<file path="src/swq_pkg.sv">
// Shared types and constants for the sensor window int8 quantizer.
// Depends on nothing; imported by every module of the block.
package swq_pkg;

   localparam int SAMPLE_WIDTH = 16;
   localparam int CSR_WIDTH    = 16;
   localparam int ROW_OUT_W    = 4;
   localparam int DIFF_W       = SAMPLE_WIDTH + 1;
   localparam int GAIN_W       = 16;
   localparam int PROD_W       = DIFF_W + GAIN_W + 1;
   localparam int RND_SHIFT    = 16;
   localparam int QSUM_W       = PROD_W - RND_SHIFT + 2;

   localparam logic signed [15:0] MEAN_VOLTAGE_RST     = 16'sd860;
   localparam logic signed [15:0] MEAN_CURRENT_RST     = 16'sd843;
   localparam logic signed [15:0] MEAN_TEMPERATURE_RST = 16'sd6180;
   localparam logic [15:0]        GAIN_VOLTAGE_RST     = 16'd13604;
   localparam logic [15:0]        GAIN_CURRENT_RST     = 16'd32004;
   localparam logic [15:0]        GAIN_TEMPERATURE_RST = 16'd3075;
   localparam logic signed [7:0]  ZERO_POINT_RST       = 8'sd62;

   localparam logic signed [7:0]  Q_MIN = -8'sd128;
   localparam logic signed [7:0]  Q_MAX = 8'sd127;

   typedef enum logic [2:0] {
      REG_MEAN_VOLTAGE     = 3'd0,
      REG_MEAN_CURRENT     = 3'd1,
      REG_MEAN_TEMPERATURE = 3'd2,
      REG_GAIN_VOLTAGE     = 3'd3,
      REG_GAIN_CURRENT     = 3'd4,
      REG_GAIN_TEMPERATURE = 3'd5,
      REG_ZERO_POINT       = 3'd6
   } reg_index_type;

   localparam logic [1:0] FEAT_VOLTAGE     = 2'd0;
   localparam logic [1:0] FEAT_CURRENT     = 2'd1;
   localparam logic [1:0] FEAT_TEMPERATURE = 2'd2;

   typedef struct packed {
      logic signed [SAMPLE_WIDTH-1:0] voltage_sample;
      logic signed [SAMPLE_WIDTH-1:0] current_sample;
      logic signed [SAMPLE_WIDTH-1:0] temperature_sample;
   } req_payload_type;

   typedef struct packed {
      logic [ROW_OUT_W-1:0] row_index;
      logic [1:0]           feature_index;
      logic signed [7:0]    quantized_value;
      logic                 last_of_window;
   } rsp_payload_type;

   typedef struct packed {
      logic [ROW_OUT_W-1:0] row_index;
      logic [1:0]           feature_index;
      logic                 last_of_window;
   } tag_type;

endpackage

</file>
<file path="src/sensor_window_int8_quantizer.sv">
// Sliding-window int8 quantizer for voltage, current and temperature samples.
// Depends on swq_pkg, swq_cell and swq_quant.
//
// Usage:
//   req_* channel takes one beat of three signed Q8.8 samples. The window is a
//   chain of WINDOW_DEPTH row cells; the new sample enters at the newest end.
//   rsp_* channel then gives 3*WINDOW_DEPTH beats, oldest row first, features
//   in order voltage, current, temperature; last_of_window marks the final one.
//   csr_* writes one of seven registers (means, gains, zero point) per cycle;
//   write only while the block is idle.
// Window walk:
//   Each element passes through the quantizer stage registers; result beats then
//   come one beat a cycle while rsp_stall does not hold them. The chain rotates
//   by one row as each temperature element is issued; req_stall is high until
//   the final element of the window is issued, so no request beat is taken
//   during a walk. A new sample may enter while the last three results are
//   still in the quantizer pipeline.
// Reset:
//   Window cleared to zero, registers at their defaults, pipeline empty.
// Stall:
//   With a beat in the output register, rsp_stall freezes it, the whole
//   quantizer pipeline and the chain rotation; no beat is lost or repeated.
module sensor_window_int8_quantizer
   import swq_pkg::*;
#(
   parameter int WINDOW_DEPTH = 10
)
(
   input  logic            clock,
   input  logic            reset,
   input  logic            req_valid,
   output logic            req_stall,
   input  req_payload_type req_payload,
   output logic            rsp_valid,
   input  logic            rsp_stall,
   output rsp_payload_type rsp_payload,
   input  logic            csr_we,
   input  logic [2:0]      csr_index,
   input  logic [CSR_WIDTH-1:0] csr_wdata
);

   localparam int ROW_W = $clog2(WINDOW_DEPTH);

   logic signed [15:0] mean_voltage_ff, mean_current_ff, mean_temperature_ff;
   logic [15:0]        gain_voltage_ff, gain_current_ff, gain_temperature_ff;
   logic signed [7:0]  zero_point_ff;

   logic             busy_ff, busy_in;
   logic [ROW_W-1:0] row_cnt_ff, row_cnt_in;
   logic [1:0]       feat_cnt_ff, feat_cnt_in;

   logic advance, accept, issue, row_done, last_issue, shift_en;
   req_payload_type rows [WINDOW_DEPTH];
   req_payload_type tail_in;

   logic signed [SAMPLE_WIDTH-1:0] sel_x;
   logic signed [15:0]             sel_mean;
   logic [15:0]                    sel_gain;
   tag_type                        issue_tag;
   logic [ROW_W+ROW_OUT_W-1:0]     row_ext;

   assign accept     = req_valid && !busy_ff;
   assign req_stall  = busy_ff;
   assign issue      = busy_ff && advance;
   assign row_done   = feat_cnt_ff == FEAT_TEMPERATURE;
   assign last_issue = issue && row_done && (row_cnt_ff == ROW_W'(WINDOW_DEPTH - 1));
   assign shift_en   = accept || (issue && row_done);
   assign tail_in    = accept ? req_payload : rows[0];

   // cell chain: every cell takes its newer neighbor; the newest end is fed by
   // the request on load and by the oldest cell while rotating
   for (genvar i = 0; i < WINDOW_DEPTH; i++) begin : g_cell
      if (i == WINDOW_DEPTH - 1) begin : g_tail
         swq_cell u_cell (
            .clock    (clock),
            .reset    (reset),
            .shift_en (shift_en),
            .row_in   (tail_in),
            .row_out  (rows[i])
         );
      end else begin : g_body
         swq_cell u_cell (
            .clock    (clock),
            .reset    (reset),
            .shift_en (shift_en),
            .row_in   (rows[i+1]),
            .row_out  (rows[i])
         );
      end
   end

   always_comb begin
      busy_in     = busy_ff;
      row_cnt_in  = row_cnt_ff;
      feat_cnt_in = feat_cnt_ff;
      if (accept) begin
         busy_in     = 1'b1;
         row_cnt_in  = '0;
         feat_cnt_in = FEAT_VOLTAGE;
      end else if (issue) begin
         if (row_done) begin
            feat_cnt_in = FEAT_VOLTAGE;
            row_cnt_in  = row_cnt_ff + ROW_W'(1);
            if (last_issue) begin
               busy_in = 1'b0;
            end
         end else begin
            feat_cnt_in = feat_cnt_ff + 2'd1;
         end
      end
   end

   always_ff @(posedge clock) begin
      if (reset) begin
         busy_ff     <= 1'b0;
         row_cnt_ff  <= '0;
         feat_cnt_ff <= FEAT_VOLTAGE;
      end else begin
         busy_ff     <= busy_in;
         row_cnt_ff  <= row_cnt_in;
         feat_cnt_ff <= feat_cnt_in;
      end
   end

   always_ff @(posedge clock) begin
      if (reset) begin
         mean_voltage_ff     <= MEAN_VOLTAGE_RST;
         mean_current_ff     <= MEAN_CURRENT_RST;
         mean_temperature_ff <= MEAN_TEMPERATURE_RST;
         gain_voltage_ff     <= GAIN_VOLTAGE_RST;
         gain_current_ff     <= GAIN_CURRENT_RST;
         gain_temperature_ff <= GAIN_TEMPERATURE_RST;
         zero_point_ff       <= ZERO_POINT_RST;
      end else if (csr_we) begin
         case (csr_index)
            REG_MEAN_VOLTAGE:     mean_voltage_ff     <= $signed(csr_wdata);
            REG_MEAN_CURRENT:     mean_current_ff     <= $signed(csr_wdata);
            REG_MEAN_TEMPERATURE: mean_temperature_ff <= $signed(csr_wdata);
            REG_GAIN_VOLTAGE:     gain_voltage_ff     <= csr_wdata;
            REG_GAIN_CURRENT:     gain_current_ff     <= csr_wdata;
            REG_GAIN_TEMPERATURE: gain_temperature_ff <= csr_wdata;
            REG_ZERO_POINT:       zero_point_ff       <= $signed(csr_wdata[7:0]);
            default: ;
         endcase
      end
   end

   always_comb begin
      case (feat_cnt_ff)
         FEAT_VOLTAGE: begin
            sel_x    = rows[0].voltage_sample;
            sel_mean = mean_voltage_ff;
            sel_gain = gain_voltage_ff;
         end
         FEAT_CURRENT: begin
            sel_x    = rows[0].current_sample;
            sel_mean = mean_current_ff;
            sel_gain = gain_current_ff;
         end
         default: begin
            sel_x    = rows[0].temperature_sample;
            sel_mean = mean_temperature_ff;
            sel_gain = gain_temperature_ff;
         end
      endcase
      row_ext                  = {{ROW_OUT_W{1'b0}}, row_cnt_ff};
      issue_tag.row_index      = row_ext[ROW_OUT_W-1:0];
      issue_tag.feature_index  = feat_cnt_ff;
      issue_tag.last_of_window = last_issue;
   end

   swq_quant u_quant (
      .clock       (clock),
      .reset       (reset),
      .advance     (advance),
      .in_valid    (issue),
      .in_x        (sel_x),
      .in_mean     (sel_mean),
      .in_gain     (sel_gain),
      .in_zp       (zero_point_ff),
      .in_tag      (issue_tag),
      .out_valid   (rsp_valid),
      .out_payload (rsp_payload),
      .out_stall   (rsp_stall)
   );

   a_last_is_temp: assert property (@(posedge clock) disable iff (reset)
      rsp_valid && rsp_payload.last_of_window |->
         rsp_payload.feature_index == FEAT_TEMPERATURE)
      else $error("last beat not on temperature feature");

   a_start_walk: assert property (@(posedge clock) disable iff (reset)
      req_valid && !req_stall |=>
         busy_ff && row_cnt_ff == '0 && feat_cnt_ff == FEAT_VOLTAGE)
      else $error("window walk did not start at oldest voltage");

   a_end_walk: assert property (@(posedge clock) disable iff (reset)
      last_issue |=> !busy_ff)
      else $error("busy held after final element issued");

endmodule

</file>
<file path="src/swq_cell.sv">
// One window row: three samples that move to the neighbor cell on enable.
// Depends on swq_pkg.
module swq_cell
   import swq_pkg::*;
(
   input  logic            clock,
   input  logic            reset,
   input  logic            shift_en,
   input  req_payload_type row_in,
   output req_payload_type row_out
);

   req_payload_type row_ff;
   req_payload_type row_in_mux;

   assign row_in_mux = shift_en ? row_in : row_ff;
   assign row_out    = row_ff;

   always_ff @(posedge clock) begin
      if (reset) begin
         row_ff <= '0;
      end else begin
         row_ff <= row_in_mux;
      end
   end

endmodule

</file>
<file path="src/swq_quant.sv">
// Three-stage quantizer: subtract mean, multiply by gain, round and saturate.
// Whole pipeline moves when the output register is free. Depends on swq_pkg.
module swq_quant
   import swq_pkg::*;
(
   input  logic                           clock,
   input  logic                           reset,
   output logic                           advance,
   input  logic                           in_valid,
   input  logic signed [SAMPLE_WIDTH-1:0] in_x,
   input  logic signed [15:0]             in_mean,
   input  logic [GAIN_W-1:0]              in_gain,
   input  logic signed [7:0]              in_zp,
   input  tag_type                        in_tag,
   output logic                           out_valid,
   output rsp_payload_type                out_payload,
   input  logic                           out_stall
);

   logic                     s1_valid_ff, s2_valid_ff, s3_valid_ff;
   logic signed [DIFF_W-1:0] s1_diff_ff;
   logic [GAIN_W-1:0]        s1_gain_ff;
   tag_type                  s1_tag_ff, s2_tag_ff;
   logic signed [PROD_W-1:0] s2_prod_ff;
   rsp_payload_type          s3_payload_ff;

   logic signed [DIFF_W-1:0] diff_in;
   logic signed [PROD_W-1:0] prod_in;
   logic [PROD_W-1:0]        mag;
   logic [PROD_W-1:0]        mag_rnd;
   logic signed [QSUM_W-1:0] r_signed;
   logic signed [QSUM_W-1:0] q_sum;
   logic signed [7:0]        q_sat;
   rsp_payload_type          s3_payload_in;

   assign advance = !s3_valid_ff || !out_stall;

   assign diff_in = DIFF_W'(in_x) - DIFF_W'(in_mean);
   assign prod_in = PROD_W'(s1_diff_ff) * $signed({1'b0, s1_gain_ff});

   always_comb begin
      mag      = s2_prod_ff[PROD_W-1] ? PROD_W'(-s2_prod_ff) : PROD_W'(s2_prod_ff);
      mag_rnd  = mag + PROD_W'(32768);
      r_signed = $signed({2'b00, mag_rnd[PROD_W-1:RND_SHIFT]});
      if (s2_prod_ff[PROD_W-1]) begin
         r_signed = -r_signed;
      end
      q_sum = r_signed + QSUM_W'(in_zp);
      if (q_sum < QSUM_W'(Q_MIN)) begin
         q_sat = Q_MIN;
      end else if (q_sum > QSUM_W'(Q_MAX)) begin
         q_sat = Q_MAX;
      end else begin
         q_sat = q_sum[7:0];
      end
      s3_payload_in.row_index       = s2_tag_ff.row_index;
      s3_payload_in.feature_index   = s2_tag_ff.feature_index;
      s3_payload_in.quantized_value = q_sat;
      s3_payload_in.last_of_window  = s2_tag_ff.last_of_window;
   end

   always_ff @(posedge clock) begin
      if (reset) begin
         s1_valid_ff <= 1'b0;
         s2_valid_ff <= 1'b0;
         s3_valid_ff <= 1'b0;
      end else if (advance) begin
         s1_valid_ff <= in_valid;
         s2_valid_ff <= s1_valid_ff;
         s3_valid_ff <= s2_valid_ff;
      end
   end

   always_ff @(posedge clock) begin
      if (advance) begin
         s1_diff_ff    <= diff_in;
         s1_gain_ff    <= in_gain;
         s1_tag_ff     <= in_tag;
         s2_prod_ff    <= prod_in;
         s2_tag_ff     <= s1_tag_ff;
         s3_payload_ff <= s3_payload_in;
      end
   end

   assign out_valid   = s3_valid_ff;
   assign out_payload = s3_payload_ff;

endmodule

</file>
<file path="config.mk">
export PLATFORM = sky130hd
export DESIGN_NAME = sensor_window_int8_quantizer
export DESIGN_NICKNAME = d
export VERILOG_FILES = /design/src/swq_pkg.sv /design/src/sensor_window_int8_quantizer.sv /design/src/swq_cell.sv /design/src/swq_quant.sv
export SDC_FILE = /design/constraint.sdc
export NUM_CORES = 2
export LEC_CHECK = 0
export BUFFER_PORTS_ARGS = -buffer_cell sky130_fd_sc_hd__buf_4
export CAP_MARGIN = 40
export CORE_UTILIZATION = 55
export CTS_BUF_LIST = sky130_fd_sc_hd__clkbuf_16
export CTS_CLUSTER_DIAMETER = 150
export CTS_CLUSTER_SIZE = 12
export DETAILED_ROUTE_END_ITERATION = 8
export PLACE_DENSITY = 0.71
export SYNTH_ARGS = -nofsm -noshare
export SYNTH_HDL_FRONTEND = slang
export SYNTH_SLANG_ARGS = --single-unit
export TNS_END_PERCENT = 10
</file>
<file path="constraint.sdc">
create_clock -name clock -period 9.4 [get_ports clock]
set_input_delay 0.47 -clock clock [delete_from_list [all_inputs] [get_ports clock]]
set_output_delay 0.47 -clock clock [all_outputs]
set_load 0.05 [all_outputs]
</file>
Word level (Yosys, flattened, before mapping)
Cells that the tools add are included.
Word-level totals
  register bits: 690
  bits in latches: 0
  memory bits (writable): 0
  memory bits (read-only): 0
  bits of input ports: 72
  output and inout bits: 17
  word-level logic and storage cells: 111
  memories kept: 0
Cells by class
  add/sub/neg operators: 7
  multiply operators: 1
  divide/modulo/power cells: 0
  order comparisons: 2
  eq/ne operators: 9
  shift operators: 0
  mux-type cells: 12
  bitwise operators: 0
  reduce and logical (&&, ||, !) cells: 24
Operators by type and width (count)
  $pmux W16 S2: 3
  $mux W48: 1
  $add A34 B16 Y34 const B: 1
  $mul A17 B17 Y34: 1
  $mux W34: 1
  $neg A34 Y34: 1
  $add A20 B8 Y20: 1
  $gt A20 B8 Y1 const B: 1
  $lt A20 B8 Y1 const B: 1
  $mux W20: 1
  $neg A18 Y20: 1
  $sub A16 B16 Y17: 1
  $reduce_and A2 Y1: 8
  $eq A3 B3 Y1 const B: 3
  $mux W8: 1
  $eq A3 B2 Y1 const B: 2
  $reduce_bool A2 Y1: 3
  $add A4 B1 Y4 const B: 1
  $eq A4 B4 Y1 const B: 1
  $logic_and A1 B1 Y1: 4
  $mux W1: 4
  $eq A3 B1 Y1 const B: 1
  $logic_not A1 Y1: 3
  $logic_not A3 Y1: 1
  other kinds (8): 9

Longest topological paths before layout
  depth in word-level cells: 9
  depth in mapped cells: 33
  gate-level depth less buffers: 29

Cells and area by module
From an unflattened synthesis, not the netlist that was laid out.
Unflattened totals
  cells, all modules: 4187
  area total of the unflattened synthesis: 40017.1 um2
Modules (own cells, without submodules)
  swq_cell: instances 10, cells each 155, area each 1729.2 um2, sequential area each 960.9 um2
  swq_quant: instances 1, cells each 1813, area each 17035.1 um2, sequential area each 2942.8 um2
  sensor_window_int8_quantizer: instances 1, cells each 824, area each 5690.5 um2, sequential area each 2222.1 um2

Least setup slack after synthesis
Ideal clock, no wire load.
  path kind: register to register
  start: register u_quant.s2_prod_ff[33]
  end: register u_quant.s3_payload_ff, in the netlist u_quant.out_payload[3] (data pin)
  setup time: 0.254 ns
  arrival: 6.381 ns
  required time: 9.146 ns
  setup slack: 2.765 ns
  cell stages (with the launch flop): 32
  buffers on the path: 6
  period minus slack after synthesis: 6.635 ns
  cells stage by stage: edfxtp_1 > clkbuf_1 > clkbuf_1 > clkbuf_1 > clkbuf_1 > o31ai_1 > xnor2_1 > ha_1 > clkbuf_1 > nand2_1 > o311ai_1 > and2_1 > buf_2 > a31oi_1 > or4_4 > nand2_1 > nor2_1 > o21ai_0 > o31ai_1 > xor2_1 > ha_1 > nor2b_1 > nor2_1 > nor4b_1 > a211oi_1 > a221o_1 > a21o_1 > a21oi_1 > xor2_1 > xnor2_4 > nor2_1 > o21a_1
On the way
  longest elaborated chain between the ends: 8
  elaborated cells on any way between the ends: 9
  classes of those cells: 4 x add/sub; 2 x order compare; 3 x mux
Ends and longest elaborated chain
  start, declared: line swq_quant.sv:24  | logic signed [PROD_W-1:0] s2_prod_ff;
  start signal, assigned: line swq_quant.sv:79  | s2_prod_ff <= prod_in;
  $neg A34 Y34: line swq_quant.sv:42  | mag = s2_prod_ff[PROD_W-1] ? PROD_W'(-s2_prod_ff) : PROD_W'(s2_prod_ff);
  $mux W34: line swq_quant.sv:42
  $add A34 B16 Y34: line swq_quant.sv:43  | mag_rnd = mag + PROD_W'(32768);
  $neg A18 Y20: line swq_quant.sv:46  | r_signed = -r_signed;
  $mux W20 *: line swq_quant.sv:45  | if (s2_prod_ff[PROD_W-1]) begin
  $add A20 B8 Y20 *: line swq_quant.sv:48  | q_sum = r_signed + QSUM_W'(in_zp);
  $gt A20 B8 Y1: line swq_quant.sv:51  | end else if (q_sum > QSUM_W'(Q_MAX)) begin
  $mux W8: line swq_quant.sv:51
  end signal, assigned: line swq_quant.sv:81  | s3_payload_ff <= s3_payload_in;
  end, declared: line swq_quant.sv:25  | rsp_payload_type s3_payload_ff;
Every way passes the cells marked *; elsewhere a longest branch is shown, timed or not.
A chain may end at the register's enable or synchronous reset.

Worst setup path after layout
  start: register u_quant.s2_prod_ff[11]
  end: register u_quant.s3_payload_ff, in the netlist u_quant.out_payload[4] (data pin)
On the way
  longest elaborated chain between the ends: 8
  elaborated cells on any way between the ends: 9
  classes of those cells: 4 x add/sub; 2 x order compare; 3 x mux
Ends and longest elaborated chain (line)
  $neg A34 Y34: swq_quant.sv:42
  $mux W34 *: swq_quant.sv:42
  $add A34 B16 Y34 *: swq_quant.sv:43
  $neg A18 Y20: swq_quant.sv:46
  $mux W20 *: swq_quant.sv:45
  $add A20 B8 Y20 *: swq_quant.sv:48
  $gt A20 B8 Y1: swq_quant.sv:51
  $mux W8: swq_quant.sv:51
Marks and branches as above.

==> results.md <==
- Share of cells above drive strength 1: 0.0503
- Most frequent cells after synthesis: nand2_1 (1420), dfxtp_1 (594), a21oi_1 (564), inv_1 (340), fa_1 (281)
- Asr flop ratio synth: 0
- H-tree depth: 3
- F_max: 138 MHz
- Final setup viols: 0
- Final Cycle Share: 0.770
- Via count: 29500
- Hold path start: req_payload[29]
- Worst r2r dst: u_quant.out_payload[4]
- Chip height: 266 um
- Fillers: 6116
- Syn Nets: 5044
- Post-CTS Resized: 0
- Die width: 266 um
- GP Congestion: 0.887
- FF+latch count, synth: 690
- Final min period: 7.24 ns
- Antenna violations before repair: 1
- DRC viols: 0
- CTS Buf Count: 67
- R2r startpoint: u_quant.s2_prod_ff[11]
- Post-synthesis sequential area ratio: 0.385
- Max-slew violation count: 0
- WS Path Type: reg2reg
- Crit Path Max Fanout: 13
- CP endpoint kind: flop
- Max-Cap Viols: 0
- CP most frequent cell: nor2_1
- Number of diodes: 0
- Synth area leader: dfxtp_1
- Layout Nets: 4955
- Least-Margin Pin Slew: 1.24 ns
- Slowest CP cell: nand3_1
- All-Layer GR Usage: 0.253
- Ys Warns: 0
- Fin util: 0.601
- Worst Hold Class: in2reg
- EDFF count, synth: 96
- Post-placement cell count: 5337
- ANT nets after route: 0
- Outcome: complete, no violations
- Clock Path Buffers: 3
- Total Routed Length: 88300 um
- DR vias/cell: 5.44
- DRT Pass-1 Iters: 5
- Buffers on Ports: 88
- 1st-iter DRT viols: 2218
- First-pass GRT wire length: 144000 um
- Worst EP arrival: 7.72 ns
- Dominant cell by count in the synthesized netlist: nand2_1
- Die ar.: 0.0708 mm2
- Flop-to-flop setup slack: 2.16 ns
- Final non-filler cell total: 5427
- Top_reg_cell synth: dfxtp_1
- Hold Crit Depth: 3
- CP delay by family, top: simple AND/OR/NAND/NOR gates
- Footprint of the multi-input gates: 0.0213 mm2
- Synth top area share: 0.310
- Main area contributors after synthesis: dfxtp_1 (31%), fa_1 (15%), nand2_1 (14%)
- Syn Inst Count: 4564
- Clock Skews: 0.0291 ns
- Clk sinks: 690
- # IOs: 89
- Clock Latency Late Sink: 0.62 ns
- Rel. slew slack: 0.177
- Pwr/cell area: 361 mW/mm2
- Number of global-route vias before repair: 28600
- Total core area: 0.0688 mm2
- CTS tree: yes
- Post-CTS setup repair buffer count: 0
- Final Hold Viols: 0
- Root Driver: clkbuf_16
- GRT overflow: 0
- Avg Cell Area, Syn: 8.40 um2
- Largest net degree at the start of global routing: 242
- Sum Neg Setup Slack: 0 ns
- Largest stage delay, worst path: 0.50 ns
- Design Power: 0.0149 W
- Initial Util: 0.557
- WHS Endpoint: g_cell[9].g_tail.u_cell.row_out[29]
- Reg clk slew, reported paths: 0.06 ns
- Area Growth Syn to Fin: 7.93%
- Worst VDD drop: 0.728 mV
- FF+latch area: 0.0148 mm2
- Hold-fix buffer count after cts: 0
- Number of distinct library cells after synthesis: 77
- DR WL/cell: 16.3 um
- Hold_ws: 0.141 ns
- DP HPWL: 60100 um
- Unrepaired setup endpoints after global routing: no
- CP startpoint kind: flop
- Req. time, crit path: 9.88 ns
- Post-Syn Area: 0.0383 mm2
- Pleak: 16.4 nW
- Reg2Reg Depth: 27
- Buf+Inv Stages, Crit Path: 0
- Rows: 96
-- cell usage in the layout, fill, tap and decap left out, drive strengths merged, types with 25 or more instances in the layout --
cell | netlist | final
nand2 | 1420 | 1420
dfxtp | 594 | 594
a21oi | 565 | 565
inv | 341 | 357
fa | 281 | 281
nor2 | 143 | 143
ha | 127 | 127
and2 | 124 | 124
buf | 23 | 117
edfxtp | 96 | 96
o21ai | 76 | 76
xnor2 | 71 | 71
clkbuf | 252 | 68
mux2i | 53 | 53
a311oi | 50 | 50
nand3b | 42 | 42
a21o | 29 | 29
xor2 | 27 | 27
nand3 | 25 | 25
-- through the flow --
| step | setup WS (ns) | instance area [um2] |
|---|---|---|
| after floorplan | 2.76 | 38300 |
| after global routing | 1.53 | 41400 |
| final | 2.16 | 41400 |
| after CTS | 2.17 | 41400 |
| after global placement | 2.41 | 39400 |
| after detailed placement | 2.22 | 39500 |
-- report_power, final --
group          leakage (nW)  switching, W  total (W)  internal (W)
Clock                 0.972       0.00111    0.00242       0.00131
Sequential             5.85      0.000210    0.00378       0.00357
Combinational          9.58       0.00487    0.00872       0.00385
-- how the worst max path moves through the flow --
| stage | from | endpoint | slack, ns | depth (start not counted) |
|---|---|---|---|---|
| floorplan | u_quant.s2_prod_ff[33] | u_quant.out_payload[3] | 2.76 | 31 |
| global placement | u_quant.s2_prod_ff[11] | u_quant.out_payload[4] | 2.41 | 27 |
| detailed placement | u_quant.s2_prod_ff[11] | u_quant.out_payload[4] | 2.22 | 27 |
| CTS | u_quant.s2_prod_ff[11] | u_quant.out_payload[4] | 2.17 | 27 |
| global route | u_quant.s2_prod_ff[11] | u_quant.out_payload[5] | 1.53 | 27 |
| finish | u_quant.s2_prod_ff[11] | u_quant.out_payload[4] | 2.16 | 27 |
-- sequential cells by signal, summed over array words and instances, names as in the netlist, 17 cells and up --
register	count
g_cell.g_body.u_cell.row_out	432
g_cell.g_tail.u_cell.row_out	48
u_quant.s1_diff_ff	17
u_quant.s2_prod_ff	34
-- per-layer routing --
layer | track usage | up-vias | routed length (um)
met4 | 0.107 | 2 | 3710
met3 | 0.0354 | 176 | 3850
met2 | 0.431 | 598 | 43300
li1 | - | 14500 | -
met1 | 0.321 | 14300 | 37500
met5 | 0 | - | 12
-- cell families (layout without fill, tap and decap cells) --
group                    count (synthesis)  in the layout  synth area share
AO/OA/AOI/OAI                          822            822             0.123
multiplexers                            55             55            0.0144
buffers and inverters                  616            548            0.0604
AND/OR/NAND/NOR                       1874           1874             0.206
XOR/XNOR                                98             98            0.0229
adder cells (fa/ha/maj)                409            409             0.188
flip-flops                             690            690             0.385
-- area by class of cell --
| type | count | area share |
|---|---|---|
| multi-input cells | 3258 | 0.514 |
| flip-flops and latches | 690 | 0.357 |
| clock buffers | 68 | 0.0411 |
| inverters | 341 | 0.0309 |
| well taps | 931 | 0.0282 |
| repair buffers | 117 | 0.0241 |
| clock inverters | 22 | 0.00432 |
-- worst register-to-register path: stages, from the launching register on --
cell	delay [ns]
edfxtp_1	0.35
nor4_1	0.47
nand3_1	0.50
o31ai_1	0.44
xnor2_1	0.16
ha_1	0.31
nand2_1	0.09
o311ai_1	0.40
and2_1	0.37
a31oi_1	0.18
or4_4	0.49
nand2_1	0.09
nor2_1	0.04
o21ai_0	0.17
o31ai_1	0.11
xor2_1	0.16
ha_1	0.38
nor2b_1	0.17
nor2_1	0.11
nor4b_1	0.25
a211oi_1	0.15
a221o_1	0.36
a21o_1	0.19
a21oi_1	0.16
xor2_1	0.36
xnor2_4	0.12
nor2_1	0.34
o21a_1	0.19
Power figures use the tool's default switching activity.
